$ cat config.mk
export PLATFORM = sky130hd
export DESIGN_NAME = ede_mul
export DESIGN_NICKNAME = d
export VERILOG_FILES = /design/src/hdl/ede_pkg.sv /design/src/hdl/ede_mul.sv
export SDC_FILE = /design/constraint.sdc
export NUM_CORES = 2
export LEC_CHECK = 0
export ABC_AREA = 1
export BUFFER_PORTS_ARGS = -buffer_cell sky130_fd_sc_hd__buf_2
export CORE_ASPECT_RATIO = 0.7
export CORE_MARGIN = 5
export CORE_UTILIZATION = 28
export DETAILED_ROUTE_END_ITERATION = 8
export PLACE_DENSITY_LB_ADDON = 0.3
export SLEW_MARGIN = 20
export SYNTH_ARGS = -nofsm -noshare
export SYNTH_HDL_FRONTEND = slang
export SYNTH_SLANG_ARGS = --single-unit
export TNS_END_PERCENT = 20
$ cat constraint.sdc
create_clock -name vclk -period 14.18
set_input_delay 2.836 -clock vclk [all_inputs]
set_output_delay 2.836 -clock vclk [all_outputs]
set_load 0.02 [all_outputs]
$ cat src/hdl/ede_pkg.sv
package ede_pkg;

    // Number of audio channels kept by default.
    localparam int CHANNELS_DEF = 2;

    // Widths of the fixed-point quantities.
    localparam int SAMPLE_W = 24;
    localparam int LEVEL_W  = 24;
    localparam int GAIN_W   = 17;
    localparam int COEF_W   = 16;
    localparam int THR_W    = 25;
    localparam int SLOPE_W  = 17;
    localparam int CFG_IDX_W = 3;
    localparam int CFG_DAT_W = 25;
    localparam int MUL_W    = 33;

    // Register indexes of the configuration port.
    localparam logic [CFG_IDX_W-1:0] REG_ENABLE    = 3'd0;
    localparam logic [CFG_IDX_W-1:0] REG_THRESHOLD = 3'd1;
    localparam logic [CFG_IDX_W-1:0] REG_FLOOR     = 3'd2;
    localparam logic [CFG_IDX_W-1:0] REG_ENV_ATK   = 3'd3;
    localparam logic [CFG_IDX_W-1:0] REG_ENV_REL   = 3'd4;
    localparam logic [CFG_IDX_W-1:0] REG_GAIN_ATK  = 3'd5;
    localparam logic [CFG_IDX_W-1:0] REG_GAIN_REL  = 3'd6;
    localparam logic [CFG_IDX_W-1:0] REG_SLOPE     = 3'd7;

    // Register reset values.
    localparam logic [THR_W-1:0]   THRESHOLD_RST = 25'd167772;
    localparam logic [THR_W-1:0]   FLOOR_RST     = 25'd16777;
    localparam logic [COEF_W-1:0]  ENV_ATK_RST   = 16'd60000;
    localparam logic [COEF_W-1:0]  ENV_REL_RST   = 16'd65400;
    localparam logic [COEF_W-1:0]  GAIN_ATK_RST  = 16'd62000;
    localparam logic [COEF_W-1:0]  GAIN_REL_RST  = 16'd65400;
    localparam logic [SLOPE_W-1:0] SLOPE_RST     = 17'd32768;

    // Unity gain in Q1.16.
    localparam logic [GAIN_W-1:0] UNITY = 17'd65536;

    // Coefficients of the 2^x polynomial.
    localparam logic [15:0] POLY_C3 = 16'd5178;
    localparam logic [15:0] POLY_C2 = 16'd14752;
    localparam logic [15:0] POLY_C1 = 16'd45599;

    // Sequencer states.
    typedef enum logic [3:0] {
        ST_IDLE,
        ST_ENV1,
        ST_ENV2,
        ST_CMP,
        ST_DIV,
        ST_LOG,
        ST_SQR,
        ST_EXPM,
        ST_POLYA,
        ST_POLYB,
        ST_POLYC,
        ST_FIN,
        ST_FLOOR,
        ST_GAIN1,
        ST_GAIN2,
        ST_OUTM
    } t_state;

endpackage

$ cat src/hdl/ede_mul.sv
// Shared signed multiplier used by the multiplying steps of the sequencer.
module ede_mul (
    input  logic [ede_pkg::MUL_W-1:0]   i_a,
    input  logic [ede_pkg::MUL_W-1:0]   i_b,
    output logic [2*ede_pkg::MUL_W-1:0] o_p
);

    logic signed [2*ede_pkg::MUL_W-1:0] prod;

    // Both operands are two's complement; unsigned values arrive zero-extended.
    assign prod = $signed(i_a) * $signed(i_b);
    assign o_p  = prod;

endmodule
# Yosys cells after proc, flatten, opt, wreduce, memory -nomap -nowiden
# Cells that the tools add are included.
# Widths: inputs -> output; s select.
word_totals:
  register_bits: 0
  word_cells: 1
  input_bits: 66
  out_inout_bits: 66
op_classes:
  mul: 1
ops:
  columns: ["op", "count"]
  rows:
  - ["$mul 33x33->66", 1]

# Logic depth before layout (Yosys ltp)
logic_depth:
  ltp_word: 1
  depth_mapped: 34
  ltp_nobuf: 32

# Worst setup path before layout
# Ideal clock, no wire load.
synth_timing:
  kind: "input port to output port"
  from: "input port i_a[32] in the netlist's numbering"
  to: "output port o_p[60] in the netlist's numbering"
  t_required_ns: 11.344
  path_slack_ns: 1.654
  path_stages: 25
  t_arrival_ns: 9.690
  n_path_buf: 2
  path_cell_list: "clkbuf_1 clkbuf_1 nand2_1 inv_1 fa_1 fa_1 fa_1 fa_1 inv_1 fa_1 fa_1 fa_1 fa_1 inv_1 ha_1 nand2_1 nor2_1 inv_1 nor3_1 nand2_1 nor3_1 nand2_1 nand3_1 nand2_1 nand2_1"
synth_between:
  elab_chain_len: 1
synth_rtl:
  columns: ["item", "line_no", "source"]
  rows:
  - ["start, declared", "ede_mul.sv:3", "input logic [ede_pkg::MUL_W-1:0] i_a,"]
  - ["$mul 33x33->66", "ede_mul.sv:11", "assign prod = $signed(i_a) * $signed(i_b);"]
  - ["end, declared", "ede_mul.sv:5", "output logic [2*ede_pkg::MUL_W-1:0] o_p"]
# Every way passes these cells.

# Worst setup path after layout
# Same ends and word-level chain as after synthesis.

==> metrics <==
Mapped Cells 5478; Max Transition Viols Final 0; WS Path Type in2out; first-pass GRT wire length 220 mm; maxcap violations 0; CP Max Fanout 20; Vias roughly 32000; post-CTS sizing 0; hold wc startpoint i_b[0]; Crit path required time 11.34 ns; multi-input logic area 0.0337 mm²; GRT busiest layer met2; Slew @ Worst Pin 1.10 ns; Synthesis Warnings 0; die area 0.157 mm²; CP Launch Type input pin; FILL cells 16042; Register Area 0 µm²; Yosys cell types 34; Hold Path Class in2out; Post-DRT Antenna Nets 0; Crit-path slowest cell fa_1; Core Box Area 0.148 mm²; cell family with most CP delay adder cells; GR Util met3 0.0384; Overflow after GRT 0; antenna violations before repair 21; Final min period around 13 ns; total track usage 0.182; critical path capture point type output pin; CP most frequent cell fa_1; DR vias/cell 4.36; routed wire length 140 mm; P&R area growth vs syn 6.44%; synthesized area 0.0418 mm²; DR iter-0 viols about 2700; num ports roughly 130; PortBufs 132; final hold viol count 0; die width 472 µm; register area share after synthesis 0; Post-Syn Area per Cell 7.63 µm²; worst setup path startpoint i_a[32]; vias in the first global route 34908; met1 usage 0.271; DR pass1 iterations 6; layout cells sized above 1 0.0445; Buf+Inv Stages, Crit Path 7; critical path arrival 10.56 ns; Slew headroom 0.267; grt met2 use 0.274; # hold bufs at CTS 0; status finished, final reports clean; largest net degree at the start of global routing 34; gpl congestion 0.945; # nets final 6842; slowest stage delay, CP 0.81 ns; sequential cells 0; period utilization 0.945; RSZ-0062 raised after global routing false; Die H 333 µm; clk_buf instances 0; Setup-failing EPs final 0; postcts setup bufs 0; DRC Markers 0; Post-Route Utilization 0.300; post-DP HPWL 122 mm; # rows roughly 120; initial core utilization 0.282; total negative slack 0 ns; WL/cell 18.9 µm; Mapped Nets a little under 7000; Peak Freq 0.0747 GHz
==> synthesized netlist by cell type, drive strengths merged <==
cell type | instances | area, µm²
xnor2 | 5 | 43.8
nor2 | 144 | 586
inv | 1897 | 7120
nand2 | 1539 | 5800
or2 | 6 | 37.5
nor4 | 6 | 50.0
clkbuf | 262 | 983
a21boi | 1 | 7.51
nand4 | 20 | 125
fa | 1145 | 22900
and2 | 3 | 18.8
nand3b | 6 | 48.8
nor3 | 8 | 40.0
o21ai | 28 | 140
ha | 217 | 2720
xor2 | 34 | 298
clkinv | 1 | 3.75
buf | 1 | 3.75
o21a | 1 | 7.51
and3 | 2 | 12.5
a21oi | 63 | 327
o21bai | 11 | 82.6
a21o | 3 | 22.5
nand3 | 75 | 400
==> area by class of cell <==
type | instances | area share
well taps | 1980 | 0.0557
diodes | 10 | 0.000563
multi-input cells | 3317 | 0.757
repair buffers | 197 | 0.0264
inverters | 1898 | 0.160
==> worst paths after layout <==
| check | end | slack (ns) | cells past startpoint |
|---|---|---|---|
| worst max-delay path | o_p[60] | 0.79 | 26 |
| worst min-delay path | o_p[0] | 6.24 | 4 |
==> metrics by stage <==
step | cell area, µm² | worst slack, ns | std cells | hold slack (ns)
final | 44500 | 0.786 | 7402 | 6.24
after global routing | 44500 | 0.405 | 7395 | 6.29
after CTS | 44500 | 0.807 | 7392 | 6.27
after detailed placement | 44500 | 0.828 | 7392 | 6.27
after global placement | 44500 | 0.808 | 7392 | 6.27
after floorplan | 41800 | 1.65 | 5478 | 5.95
==> cell families (layout without fill, tap and decap cells) <==
group           Yosys count  in the layout  synth area share
compound gates          107            107            0.0140
xor+xnor                 39             39           0.00817
fa+ha+maj              1362           1362             0.613
buf+inv                2161           2095             0.194
other cells               0             10                 0
simple gates           1809           1809             0.170
==> cells in the final DEF (no fill, tap or decap), types with 3 or more instances in the layout <==
cell / n
nor4_1: 4
nand3_1: 70
nor2_2: 12
nor3_1: 8
a21oi_1: 60
o21bai_1: 11
nand4_1: 20
o21ai_0: 21
inv_2: 4
nand3_2: 5
o21ai_1: 7
fa_1: 1144
nand2_1: 1531
ha_1: 217
a21o_1: 3
xor2_1: 34
or2_2: 6
buf_2: 132
xnor2_1: 5
nor2_1: 130
nand2_2: 8
diode_2: 10
buf_4: 63
inv_1: 1893
nand3b_1: 5
a21oi_2: 3
==> metal layers <==
metal / vias to the layer above / share of wire
li1: 14663 / -
met1: 16286 / 0.47
met2: 1142 / 0.42
met3: 139 / 0.086
met4: 6 / 0.024
met5: - / 0.00024
